===== src/design/cfti_pkg.sv =====
// Shared constants, face codes and control types for cube face texel addressing.
package cfti_pkg;

   // Default sizes
   localparam int COORD_BITS_DEF    = 24;
   localparam int HALF_SIZE_MAX_DEF = 512;

   // Fixed field widths
   localparam int CSR_WIDTH   = 10;
   localparam int FACE_WIDTH  = 3;
   localparam int TEXEL_WIDTH = 10;

   localparam logic [CSR_WIDTH-1:0] HALF_SIZE_RESET = 10'd64;

   // Face codes
   localparam logic [FACE_WIDTH-1:0] FACE_POS_X = 3'd0;
   localparam logic [FACE_WIDTH-1:0] FACE_NEG_X = 3'd1;
   localparam logic [FACE_WIDTH-1:0] FACE_POS_Y = 3'd2;
   localparam logic [FACE_WIDTH-1:0] FACE_NEG_Y = 3'd3;
   localparam logic [FACE_WIDTH-1:0] FACE_POS_Z = 3'd4;
   localparam logic [FACE_WIDTH-1:0] FACE_NEG_Z = 3'd5;

   // Per-item control carried down the pipeline
   typedef struct packed {
      logic [FACE_WIDTH-1:0] face;
      logic                  degenerate;
      logic                  neg_col;
      logic                  neg_row;
   } ctl_type;

endpackage


===== src/design/cfti_req_if.sv =====
// Input channel: eye and target points with valid/ready handshake.
interface cfti_req_if #(
   parameter int COORD_BITS = cfti_pkg::COORD_BITS_DEF
);
   logic                         valid;
   logic                         ready;
   logic signed [COORD_BITS-1:0] from_x;
   logic signed [COORD_BITS-1:0] from_y;
   logic signed [COORD_BITS-1:0] from_z;
   logic signed [COORD_BITS-1:0] target_x;
   logic signed [COORD_BITS-1:0] target_y;
   logic signed [COORD_BITS-1:0] target_z;

   modport source (
      output valid, from_x, from_y, from_z, target_x, target_y, target_z,
      input  ready
   );
   modport sink (
      input  valid, from_x, from_y, from_z, target_x, target_y, target_z,
      output ready
   );
endinterface


===== src/design/cfti_rsp_if.sv =====
// Result channel: face, texel indices and degenerate flag with valid/ready handshake.
interface cfti_rsp_if;
   logic                                valid;
   logic                                ready;
   logic [cfti_pkg::FACE_WIDTH-1:0]     face;
   logic [cfti_pkg::TEXEL_WIDTH-1:0]    texel_col;
   logic [cfti_pkg::TEXEL_WIDTH-1:0]    texel_row;
   logic                                degenerate;

   modport source (
      output valid, face, texel_col, texel_row, degenerate,
      input  ready
   );
   modport sink (
      input  valid, face, texel_col, texel_row, degenerate,
      output ready
   );
endinterface


===== src/design/cube_face_texel_index.sv =====
// Top level: cube face and texel addressing pipeline with half size register.
//
//   channel  | dir | handshake       | contents
//   req_if   | in  | valid/ready     | from_x/y/z, target_x/y/z
//   rsp_if   | out | valid/ready     | face, texel_col, texel_row, degenerate
//   csr      | in  | csr_we          | csr_wdata = half_size
//
// One item per cycle sustained while rsp_if.ready holds; the pipeline is two front
// stages, one divider cell per quotient bit, and one result register.
// Synchronous active-high reset clears all valid bits; half_size returns to 64.
// Every stage holds its item while the one after it is full and stalled, so
// bubbles close up and input transfers continue while a result waits.
module cube_face_texel_index #(
   parameter int COORD_BITS    = cfti_pkg::COORD_BITS_DEF,
   parameter int HALF_SIZE_MAX = cfti_pkg::HALF_SIZE_MAX_DEF
) (
   input  logic                              clock,
   input  logic                              reset,
   cfti_req_if.sink                          req_if,
   cfti_rsp_if.source                        rsp_if,
   input  logic                              csr_we,
   input  logic [cfti_pkg::CSR_WIDTH-1:0]    csr_wdata
);
   import cfti_pkg::*;

   localparam int DW    = COORD_BITS + 1;
   localparam int HBITS = $clog2(HALF_SIZE_MAX + 1);
   localparam int NW    = DW + HBITS;
   localparam int QBITS = HBITS;

   logic [CSR_WIDTH-1:0] half_ff;
   logic [HBITS-1:0]     half_eff;

   logic             valid [QBITS+1];
   logic             ready [QBITS+1];
   ctl_type          ctl   [QBITS+1];
   logic [NW-1:0]    rcol  [QBITS+1];
   logic [NW-1:0]    rrow  [QBITS+1];
   logic [DW-1:0]    den   [QBITS+1];
   logic [QBITS-1:0] qcol  [QBITS+1];
   logic [QBITS-1:0] qrow  [QBITS+1];

   // Half size register
   always_ff @(posedge clock) begin
      if (reset) half_ff <= HALF_SIZE_RESET;
      else if (csr_we) half_ff <= csr_wdata;
   end

   // Zero acts as one, large values saturate
   always_comb begin
      if (half_ff == '0) half_eff = HBITS'(1);
      else if (32'(half_ff) > HALF_SIZE_MAX) half_eff = HBITS'(HALF_SIZE_MAX);
      else half_eff = HBITS'(half_ff);
   end

   cfti_front #(
      .COORD_BITS(COORD_BITS), .HALF_SIZE_MAX(HALF_SIZE_MAX),
      .DW(DW), .HBITS(HBITS), .NW(NW)
   ) u_front (
      .clock(clock), .reset(reset), .req(req_if), .half(half_eff),
      .out_valid(valid[0]), .out_ready(ready[0]), .out_ctl(ctl[0]),
      .out_num_col(rcol[0]), .out_num_row(rrow[0]), .out_den(den[0])
   );

   assign qcol[0] = '0;
   assign qrow[0] = '0;

   // Divider chain, most significant quotient bit first
   for (genvar k = 0; k < QBITS; k++) begin : g_cell
      cfti_div_cell #(
         .DW(DW), .NW(NW), .QBITS(QBITS), .SHIFT(QBITS - 1 - k)
      ) u_cell (
         .clock(clock), .reset(reset),
         .in_valid(valid[k]), .in_ready(ready[k]), .in_ctl(ctl[k]),
         .in_rem_col(rcol[k]), .in_rem_row(rrow[k]), .in_den(den[k]),
         .in_q_col(qcol[k]), .in_q_row(qrow[k]),
         .out_valid(valid[k+1]), .out_ready(ready[k+1]), .out_ctl(ctl[k+1]),
         .out_rem_col(rcol[k+1]), .out_rem_row(rrow[k+1]), .out_den(den[k+1]),
         .out_q_col(qcol[k+1]), .out_q_row(qrow[k+1])
      );
   end

   cfti_back #(
      .NW(NW), .HBITS(HBITS)
   ) u_back (
      .clock(clock), .reset(reset),
      .in_valid(valid[QBITS]), .in_ready(ready[QBITS]), .in_ctl(ctl[QBITS]),
      .in_rem_col(rcol[QBITS]), .in_rem_row(rrow[QBITS]),
      .in_q_col(qcol[QBITS]), .in_q_row(qrow[QBITS]),
      .half(half_eff), .rsp(rsp_if)
   );

   // Divisor is unused past the last cell
   logic unused_den;
   assign unused_den = |den[QBITS];
endmodule


===== src/design/cfti_front.sv =====
// Front end: direction delta, dominant axis, lane operand select, then scaling multiply.
module cfti_front #(
   parameter int COORD_BITS    = cfti_pkg::COORD_BITS_DEF,
   parameter int HALF_SIZE_MAX = cfti_pkg::HALF_SIZE_MAX_DEF,
   parameter int DW            = COORD_BITS + 1,
   parameter int HBITS         = $clog2(HALF_SIZE_MAX + 1),
   parameter int NW            = DW + HBITS
) (
   input  logic                          clock,
   input  logic                          reset,
   cfti_req_if.sink                      req,
   input  logic [HBITS-1:0]              half,
   output logic                          out_valid,
   input  logic                          out_ready,
   output cfti_pkg::ctl_type             out_ctl,
   output logic [NW-1:0]                 out_num_col,
   output logic [NW-1:0]                 out_num_row,
   output logic [DW-1:0]                 out_den
);
   import cfti_pkg::*;

   logic signed [DW-1:0] dx, dy, dz;
   logic [DW-1:0]        ax, ay, az;
   logic signed [DW-1:0] minor_col, minor_row, major;
   logic                 s_neg_col, s_neg_row;
   ctl_type              ctl_c;
   logic [DW-1:0]        mag_col_c, mag_row_c, mag_major_c;

   logic          v1_ff, v2_ff;
   logic          rdy1, rdy2;
   ctl_type       ctl1_ff, ctl2_ff;
   logic [DW-1:0] mcol1_ff, mrow1_ff, den1_ff, den2_ff;
   logic [NW-1:0] ncol2_ff, nrow2_ff;

   // Direction and magnitudes
   assign dx = DW'(req.target_x) - DW'(req.from_x);
   assign dy = DW'(req.target_y) - DW'(req.from_y);
   assign dz = DW'(req.target_z) - DW'(req.from_z);
   assign ax = dx[DW-1] ? DW'(-dx) : DW'(dx);
   assign ay = dy[DW-1] ? DW'(-dy) : DW'(dy);
   assign az = dz[DW-1] ? DW'(-dz) : DW'(dz);

   // Face pick, ties to x then y, and per-face lane operands
   always_comb begin
      ctl_c = '0;
      minor_col = dy;
      minor_row = dz;
      major = dx;
      s_neg_col = 1'b1;
      s_neg_row = 1'b0;
      if (dx == '0 && dy == '0 && dz == '0) begin
         ctl_c.face = FACE_POS_X;
         ctl_c.degenerate = 1'b1;
      end else if (ax >= ay && ax >= az) begin
         ctl_c.face = (dx > 0) ? FACE_POS_X : FACE_NEG_X;
         s_neg_row = (dx > 0) ? 1'b0 : 1'b1;
      end else if (ay >= az) begin
         ctl_c.face = (dy > 0) ? FACE_POS_Y : FACE_NEG_Y;
         minor_col = dx;
         major = dy;
         s_neg_col = 1'b0;
         s_neg_row = (dy > 0) ? 1'b0 : 1'b1;
      end else begin
         ctl_c.face = (dz > 0) ? FACE_POS_Z : FACE_NEG_Z;
         minor_row = dx;
         major = dz;
         s_neg_col = (dz > 0) ? 1'b1 : 1'b0;
         s_neg_row = 1'b1;
      end
      ctl_c.neg_col = s_neg_col ^ minor_col[DW-1] ^ major[DW-1];
      ctl_c.neg_row = s_neg_row ^ minor_row[DW-1] ^ major[DW-1];
      mag_col_c = minor_col[DW-1] ? DW'(-minor_col) : DW'(minor_col);
      mag_row_c = minor_row[DW-1] ? DW'(-minor_row) : DW'(minor_row);
      mag_major_c = major[DW-1] ? DW'(-major) : DW'(major);
   end

   // Stage handshake
   assign rdy2 = !v2_ff || out_ready;
   assign rdy1 = !v1_ff || rdy2;
   assign req.ready = rdy1;

   always_ff @(posedge clock) begin
      if (reset) begin
         v1_ff <= 1'b0;
         v2_ff <= 1'b0;
      end else begin
         if (rdy1) v1_ff <= req.valid;
         if (rdy2) v2_ff <= v1_ff;
      end
   end

   // Stage 1: selected magnitudes
   always_ff @(posedge clock) begin
      if (rdy1 && req.valid) begin
         ctl1_ff  <= ctl_c;
         mcol1_ff <= mag_col_c;
         mrow1_ff <= mag_row_c;
         den1_ff  <= mag_major_c;
      end
   end

   // Stage 2: scale minors by half size
   always_ff @(posedge clock) begin
      if (rdy2 && v1_ff) begin
         ctl2_ff  <= ctl1_ff;
         den2_ff  <= den1_ff;
         ncol2_ff <= NW'(mcol1_ff) * NW'(half);
         nrow2_ff <= NW'(mrow1_ff) * NW'(half);
      end
   end

   assign out_valid   = v2_ff;
   assign out_ctl     = ctl2_ff;
   assign out_num_col = ncol2_ff;
   assign out_num_row = nrow2_ff;
   assign out_den     = den2_ff;
endmodule


===== src/design/cfti_div_cell.sv =====
// Divider cell: one restoring quotient bit for both lanes, registered.
module cfti_div_cell #(
   parameter int DW    = 25,
   parameter int NW    = 35,
   parameter int QBITS = 10,
   parameter int SHIFT = 0
) (
   input  logic                 clock,
   input  logic                 reset,
   input  logic                 in_valid,
   output logic                 in_ready,
   input  cfti_pkg::ctl_type    in_ctl,
   input  logic [NW-1:0]        in_rem_col,
   input  logic [NW-1:0]        in_rem_row,
   input  logic [DW-1:0]        in_den,
   input  logic [QBITS-1:0]     in_q_col,
   input  logic [QBITS-1:0]     in_q_row,
   output logic                 out_valid,
   input  logic                 out_ready,
   output cfti_pkg::ctl_type    out_ctl,
   output logic [NW-1:0]        out_rem_col,
   output logic [NW-1:0]        out_rem_row,
   output logic [DW-1:0]        out_den,
   output logic [QBITS-1:0]     out_q_col,
   output logic [QBITS-1:0]     out_q_row
);
   import cfti_pkg::*;

   logic [NW-1:0]    sub;
   logic             ge_col, ge_row;
   logic             v_ff;
   ctl_type          ctl_ff;
   logic [NW-1:0]    rc_ff, rr_ff;
   logic [DW-1:0]    den_ff;
   logic [QBITS-1:0] qc_ff, qr_ff;

   // Trial subtract of the shifted divisor
   assign sub    = NW'(in_den) << SHIFT;
   assign ge_col = in_rem_col >= sub;
   assign ge_row = in_rem_row >= sub;

   assign in_ready = !v_ff || out_ready;

   always_ff @(posedge clock) begin
      if (reset) v_ff <= 1'b0;
      else if (in_ready) v_ff <= in_valid;
   end

   always_ff @(posedge clock) begin
      if (in_ready && in_valid) begin
         ctl_ff <= in_ctl;
         den_ff <= in_den;
         rc_ff  <= ge_col ? in_rem_col - sub : in_rem_col;
         rr_ff  <= ge_row ? in_rem_row - sub : in_rem_row;
         qc_ff  <= in_q_col | (QBITS'(ge_col) << SHIFT);
         qr_ff  <= in_q_row | (QBITS'(ge_row) << SHIFT);
      end
   end

   assign out_valid   = v_ff;
   assign out_ctl     = ctl_ff;
   assign out_rem_col = rc_ff;
   assign out_rem_row = rr_ff;
   assign out_den     = den_ff;
   assign out_q_col   = qc_ff;
   assign out_q_row   = qr_ff;
endmodule


===== src/design/cfti_back.sv =====
// Back end: floor correction, offset by half size, clamp, and result register.
module cfti_back #(
   parameter int NW    = 35,
   parameter int HBITS = 10
) (
   input  logic                 clock,
   input  logic                 reset,
   input  logic                 in_valid,
   output logic                 in_ready,
   input  cfti_pkg::ctl_type    in_ctl,
   input  logic [NW-1:0]        in_rem_col,
   input  logic [NW-1:0]        in_rem_row,
   input  logic [HBITS-1:0]     in_q_col,
   input  logic [HBITS-1:0]     in_q_row,
   input  logic [HBITS-1:0]     half,
   cfti_rsp_if.source           rsp
);
   import cfti_pkg::*;

   localparam int VW = HBITS + 2;

   logic signed [VW-1:0]   hv, top, vcol, vrow;
   logic [TEXEL_WIDTH-1:0] col_c, row_c;
   logic                   v_ff;
   logic [FACE_WIDTH-1:0]  face_ff;
   logic [TEXEL_WIDTH-1:0] col_ff, row_ff;
   logic                   deg_ff;

   // Texel value per lane: h + q, q floored toward minus infinity
   always_comb begin
      hv  = VW'(half);
      top = (hv <<< 1) - VW'(1);
      vcol = in_ctl.neg_col ? hv - VW'(in_q_col) - VW'(|in_rem_col)
                            : hv + VW'(in_q_col);
      vrow = in_ctl.neg_row ? hv - VW'(in_q_row) - VW'(|in_rem_row)
                            : hv + VW'(in_q_row);
      if (vcol > top) vcol = top;
      if (vrow > top) vrow = top;
      if (in_ctl.degenerate) begin
         col_c = TEXEL_WIDTH'(half);
         row_c = TEXEL_WIDTH'(half);
      end else begin
         col_c = TEXEL_WIDTH'(vcol);
         row_c = TEXEL_WIDTH'(vrow);
      end
   end

   assign in_ready = !v_ff || rsp.ready;

   always_ff @(posedge clock) begin
      if (reset) v_ff <= 1'b0;
      else if (in_ready) v_ff <= in_valid;
   end

   always_ff @(posedge clock) begin
      if (in_ready && in_valid) begin
         face_ff <= in_ctl.face;
         deg_ff  <= in_ctl.degenerate;
         col_ff  <= col_c;
         row_ff  <= row_c;
      end
   end

   assign rsp.valid      = v_ff;
   assign rsp.face       = face_ff;
   assign rsp.texel_col  = col_ff;
   assign rsp.texel_row  = row_ff;
   assign rsp.degenerate = deg_ff;
endmodule


===== src/flat_wrapper.sv =====
// flat-port wrapper written by rule: the top's interface ports become plain ports
module cube_face_texel_index_flat import cfti_pkg::*;
#(
   parameter int COORD_BITS    = cfti_pkg::COORD_BITS_DEF,
   parameter int HALF_SIZE_MAX = cfti_pkg::HALF_SIZE_MAX_DEF
)
  (clock, reset, csr_we, csr_wdata, req_if_valid, req_if_from_x, req_if_from_y, req_if_from_z, req_if_target_x, req_if_target_y, req_if_target_z, req_if_ready, rsp_if_valid, rsp_if_face, rsp_if_texel_col, rsp_if_texel_row, rsp_if_degenerate, rsp_if_ready);
  cfti_req_if #(.COORD_BITS(COORD_BITS)) req_if_i ();
  cfti_rsp_if rsp_if_i ();
  input  logic clock;
  input  logic reset;
  input  logic csr_we;
  input  logic [cfti_pkg::CSR_WIDTH-1:0] csr_wdata;
  input wire logic [$bits(req_if_i.valid)-1:0] req_if_valid;
  input wire logic [$bits(req_if_i.from_x)-1:0] req_if_from_x;
  input wire logic [$bits(req_if_i.from_y)-1:0] req_if_from_y;
  input wire logic [$bits(req_if_i.from_z)-1:0] req_if_from_z;
  input wire logic [$bits(req_if_i.target_x)-1:0] req_if_target_x;
  input wire logic [$bits(req_if_i.target_y)-1:0] req_if_target_y;
  input wire logic [$bits(req_if_i.target_z)-1:0] req_if_target_z;
  output wire logic [$bits(req_if_i.ready)-1:0] req_if_ready;
  output wire logic [$bits(rsp_if_i.valid)-1:0] rsp_if_valid;
  output wire logic [$bits(rsp_if_i.face)-1:0] rsp_if_face;
  output wire logic [$bits(rsp_if_i.texel_col)-1:0] rsp_if_texel_col;
  output wire logic [$bits(rsp_if_i.texel_row)-1:0] rsp_if_texel_row;
  output wire logic [$bits(rsp_if_i.degenerate)-1:0] rsp_if_degenerate;
  input wire logic [$bits(rsp_if_i.ready)-1:0] rsp_if_ready;
  assign req_if_i.valid = req_if_valid;
  assign req_if_i.from_x = req_if_from_x;
  assign req_if_i.from_y = req_if_from_y;
  assign req_if_i.from_z = req_if_from_z;
  assign req_if_i.target_x = req_if_target_x;
  assign req_if_i.target_y = req_if_target_y;
  assign req_if_i.target_z = req_if_target_z;
  assign req_if_ready = req_if_i.ready;
  assign rsp_if_valid = rsp_if_i.valid;
  assign rsp_if_face = rsp_if_i.face;
  assign rsp_if_texel_col = rsp_if_i.texel_col;
  assign rsp_if_texel_row = rsp_if_i.texel_row;
  assign rsp_if_degenerate = rsp_if_i.degenerate;
  assign rsp_if_i.ready = rsp_if_ready;
  cube_face_texel_index #(.COORD_BITS(COORD_BITS), .HALF_SIZE_MAX(HALF_SIZE_MAX)) u_core (.clock(clock), .reset(reset), .req_if(req_if_i), .rsp_if(rsp_if_i), .csr_we(csr_we), .csr_wdata(csr_wdata));
endmodule

===== config.mk =====
export PLATFORM = sky130hd
export DESIGN_NAME = cube_face_texel_index_flat
export DESIGN_NICKNAME = d
export VERILOG_FILES = /design/src/design/cfti_pkg.sv /design/src/design/cfti_req_if.sv /design/src/design/cfti_rsp_if.sv /design/src/design/cube_face_texel_index.sv /design/src/design/cfti_front.sv /design/src/design/cfti_div_cell.sv /design/src/design/cfti_back.sv /design/src/flat_wrapper.sv
export SDC_FILE = /design/constraint.sdc
export NUM_CORES = 2
export LEC_CHECK = 0
export BUFFER_PORTS_ARGS = -buffer_cell sky130_fd_sc_hd__clkbuf_2
export CELL_PAD_IN_SITES_DETAIL_PLACEMENT = 1
export CELL_PAD_IN_SITES_GLOBAL_PLACEMENT = 2
export CORE_MARGIN = 10
export CORE_UTILIZATION = 24
export CTS_CLUSTER_DIAMETER = 80
export DETAILED_ROUTE_END_ITERATION = 6
export PLACE_DENSITY_LB_ADDON = 0.1
export SLEW_MARGIN = 25
export SYNTH_ARGS = -nofsm -noshare
export SYNTH_HDL_FRONTEND = slang
export SYNTH_SLANG_ARGS = --single-unit

===== constraint.sdc =====
create_clock -name clock -period 34.1 [get_ports clock]
set_input_delay 5.115 -clock clock [delete_from_list [all_inputs] [get_ports clock]]
set_output_delay 5.115 -clock clock [all_outputs]
set_load 0.03 [all_outputs]

==> flow_metrics.py <==
metrics = {
    "logic_synthesis": {
        "synthCells": 10400,
        "synth_area_mm2": 0.101,
        "synth.distinct_cells": 107,
        "synthArstFlopShare_pct": 0,
        "synth_seq_area_share_pct": 39.2,
        "avgSynthCellArea_um2": 9.73,
        "yosysWarnings": 0,
        "synth_edf_count": 1301,
        "ys_seq_elements": 1324,
        "synth-main-ff-cell": "edfxtp_1",
    },
    "cts": {
        "clk_latency_ps": 870,
        "path_clk_slew_ps": 60,
        "ctsLongestPathBuffers": 4,
        "cts_tree": "yes",
        "cts.sinks": 1324,
        "cts_setup_buffers": 0,
        "h-tree-depth": 4,
        "numCtsBuffers": 174,
        "cts-root-buf": "clkbuf_16",
        "hold_buffers": 0,
        "cts-resized-gates": 0,
    },
    "job": {
        "drv_cap": 0,
    },
    "timing": {
        "rsz0062_at_grt": "false",
        "max_freq_mhz": 71.8,
        "setup_viol": 0,
        "period_needed_ps": 13920,
        "relSlewSlack_pct": 21.2,
        "fin_crit_sh_pct": 40.8,
        "hold_ws_ps": 403,
        "hold_viol": 0,
        "setup_slack_ps": 20180,
        "finClkSkew_ps": 41.5,
        "tightest_slew_ps": 1150,
        "fin_tns_setup_ps": 0,
        "maxSlewViolCount": 0,
    },
    "critical_path": {
        "start_kind": "input pin",
        "arrival_ps": 14500,
        "criticalPathCategory": "input pin to flip-flop",
        "reg2reg_from": "u_core.half_ff[9]",
        "critPathCaptureType": "flip-flop",
        "slowest_stage": "nand2_1",
        "crit_path_start": "req_if_target_y[0]",
        "slowest_delay_ps": 850,
        "cp_max_fo": 31,
        "crit_required_ps": 34680,
        "rrSetupSlack_ps": 25190,
        "reg2reg_depth": 25,
        "reg2reg_to": "u_core.u_front.out_num_row[34]",
        "crit_end": "u_core.u_front.den1_ff[3]",
        "cpMostUsedCell": "or3_1",
    },
    "cells_and_area": {
        "fin_nets": 12000,
        "postLayoutCellArea_mm2": 0.115,
        "final_core_util_pct": 27.4,
        "drive_gt1_share_pct": 7.43,
        "instances_no_fill": 16200,
        "area_delta_synth_final_pct": 13.9,
    },
    "route": {
        "wl_met2_um": 202000,
        "routed-wl-met3_um": 9050,
        "drt_first_pass_iters": 5,
        "top_layer": "met5",
        "vias": 76200,
        "wl_met1_um": 173000,
        "drt_iter0_markers": 3958,
        "wl_per_cell_um": 24.4,
        "avgViaCountPerCell": 4.69,
        "totalWireLength_um": 396000,
        "antenna_left": 0,
        "drc_errors": 0,
    },
    "die": {
        "start_util_pct": 24.0,
        "core_area_mm2": 0.420,
        "rows": 238,
        "die_h_um": 668,
        "ioPinCount": 185,
        "die-width_um": 668,
        "fp.dieArea_mm2": 0.447,
    },
    "placed_design": {
        "numPlacedInstances": 15900,
        "hpwl_um": 324000,
        "pre_cts_slack_ps": 19390,
        "place_congestion": 0.855,
        "placed_area_mm2": 0.109,
        "place.port_buffers": 184,
    },
    "worst_hold_path": {
        "worstHoldStart": "u_core.u_front.out_ctl[4]",
        "hp-class": "flip-flop to flip-flop",
    },
    "power_and_ir_drop": {
        "finalPower_mw": 7.94,
        "p_leak_nw": 47.1,
        "powerDensity_mw_per_mm2": 69.2,
        "max-vdd-ir-drop_v": 0.0000864,
    },
    "grt": {
        "grt-ovfl-total": 0,
        "grt_max_degree": 81,
        "grt_pass1_vias": 81600,
        "grt_antenna_before_repair": 18,
        "grtUsageTotal_pct": 17.3,
        "grt_pass1_wl_um": 576000,
    },
    "outcome": {
        "status": "completed",
    },
}
-- registers in the layout (all words and copies together), names as in the netlist, 3 cells and up --
name / flops
u_core.u_front.out_den: 25
u_core.g_cell.u_cell.out_rem_col: 350
u_core.u_front.mcol1_ff: 25
u_core.u_back.rsp.face: 3
u_core.g_cell.u_cell.out_ctl: 60
u_core.u_front.out_num_row: 35
u_core.u_front.den1_ff: 25
u_core.half_ff: 10
u_core.g_cell.u_cell.out_den: 225
u_core.u_front.ctl1_ff: 6
u_core.g_cell.u_cell.out_rem_row: 350
u_core.u_front.mrow1_ff: 25
u_core.g_cell.u_cell.out_q_col: 55
u_core.u_front.out_num_col: 35
u_core.g_cell.u_cell.out_q_row: 55
u_core.u_front.out_ctl: 6
u_core.u_back.rsp.texel_col: 10
u_core.g_cell.u_cell.out_valid: 10
u_core.u_back.rsp.texel_row: 10
-- routing by layer --
| layer | track usage, % | vias to the layer above |
|---|---|---|
| met5 | 0 | - |
| met4 | 4.88 | 2 |
| met3 | 1.61 | 374 |
| met2 | 31.8 | 946 |
| met1 | 21.5 | 38200 |
| li1 | - | 36700 |
-- power by group --
part / leakage (nW) / total [mW] / internal [mW] / switching, mW
sequential: 12.0 / 2.32 / 2.06 / 0.256
combinational: 32.3 / 3.75 / 1.35 / 2.40
clock: 2.80 / 1.88 / 1.11 / 0.765
-- synthesized netlist by cell type (all sizes together), types with 75 or more instances --
library cell     n  area [µm²]
a21boi         111         833
a21o           261        1960
a21oi          719        3610
and2           152         951
buf             88         372
clkbuf         214         803
edfxtp        1301       39100
fa             389        7790
ha             857       10700
inv           1214        4560
mux2i           89         898
nand2         1088        4080
nand2b         120         751
nand3          178         891
nand4          111         701
nor2           745        2800
nor2b          132         826
nor3           192         966
nor4            87         544
o21a            91         683
o21ai          564        2820
o31ai          106         801
or3             75         469
xnor2          492        4320
xor2           251        2200
-- worst min-delay path by stage --
stage,endpoint,cells after the start
floorplan,u_core.g_cell[0].u_cell.out_ctl[0],0
global placement,u_core.g_cell[6].u_cell.out_ctl[4],0
detailed placement,u_core.g_cell[3].u_cell.out_q_col[8],0
CTS,u_core.g_cell[0].u_cell.out_ctl[4],0
global route,u_core.g_cell[7].u_cell.out_q_col[9],0
finish,u_core.g_cell[0].u_cell.out_ctl[4],0
-- layout make-up --
class / instances / area, µm²
repair buffers: 321 / 1990
fillers: 47600 / 305000
diodes: 19 / 47.5
inverters: 1214 / 4560
clock inverters: 106 / 1230
well taps: 5520 / 6910
clock buffers: 204 / 4510
flip-flops and latches: 1324 / 39500
multi-input cells: 7533 / 56100
-- critical path, delay by kind of cell --
family	cells	cell delay, ps
AO/OA/AOI/OAI	11	2920
AND/OR/NAND/NOR	13	4490
adder cells (fa/ha/maj)	3	1220
buffers and inverters	4	460
XOR/XNOR	1	250
-- cells by family (layout without fill, tap and decap cells) --
family / after synthesis / after routing / synth area share [%]
and+or+nand+nor: 3125 / 3125 / 14.7
AOI/OAI and AO/OA: 2261 / 2261 / 14.0
buffers and inverters: 1516 / 1845 / 5.68
DFF: 1324 / 1324 / 39.2
adders and majority gates: 1246 / 1246 / 18.4
xor gates and xnor gates: 743 / 743 / 6.46
muxes: 156 / 156 / 1.64
other: 1 / 21 / 0.00372
-- layout by cell type (no fill, tap or decap), types with 44 or more instances in the layout --
master     synthesis  layout
a211oi_1          44      44
a21boi_0         111     107
a21o_1           261     261
a21oi_1          717     714
a31oi_1           59      55
and2_1           151     150
and3_1            67      66
buf_4              2     133
clkbuf_16          0     176
clkbuf_2           0     184
edfxtp_1        1301    1301
fa_1             389     389
ha_1             857     857
inv_1           1212    1210
mux2_2            67      67
mux2i_1           87      87
nand2_1         1088    1088
nand2b_1         120     120
nand3_1          178     177
nand4_1          110     110
nor2_1           744     741
nor2b_1          132     119
nor3_1           191     190
nor4_1            87      84
o21a_1            91      91
o21ai_0          561     559
o21bai_1          55      53
o31ai_1          105     102
or3_1             75      74
xnor2_1          491     478
xor2_1           251     249
(Power assumes the default switching activity.)
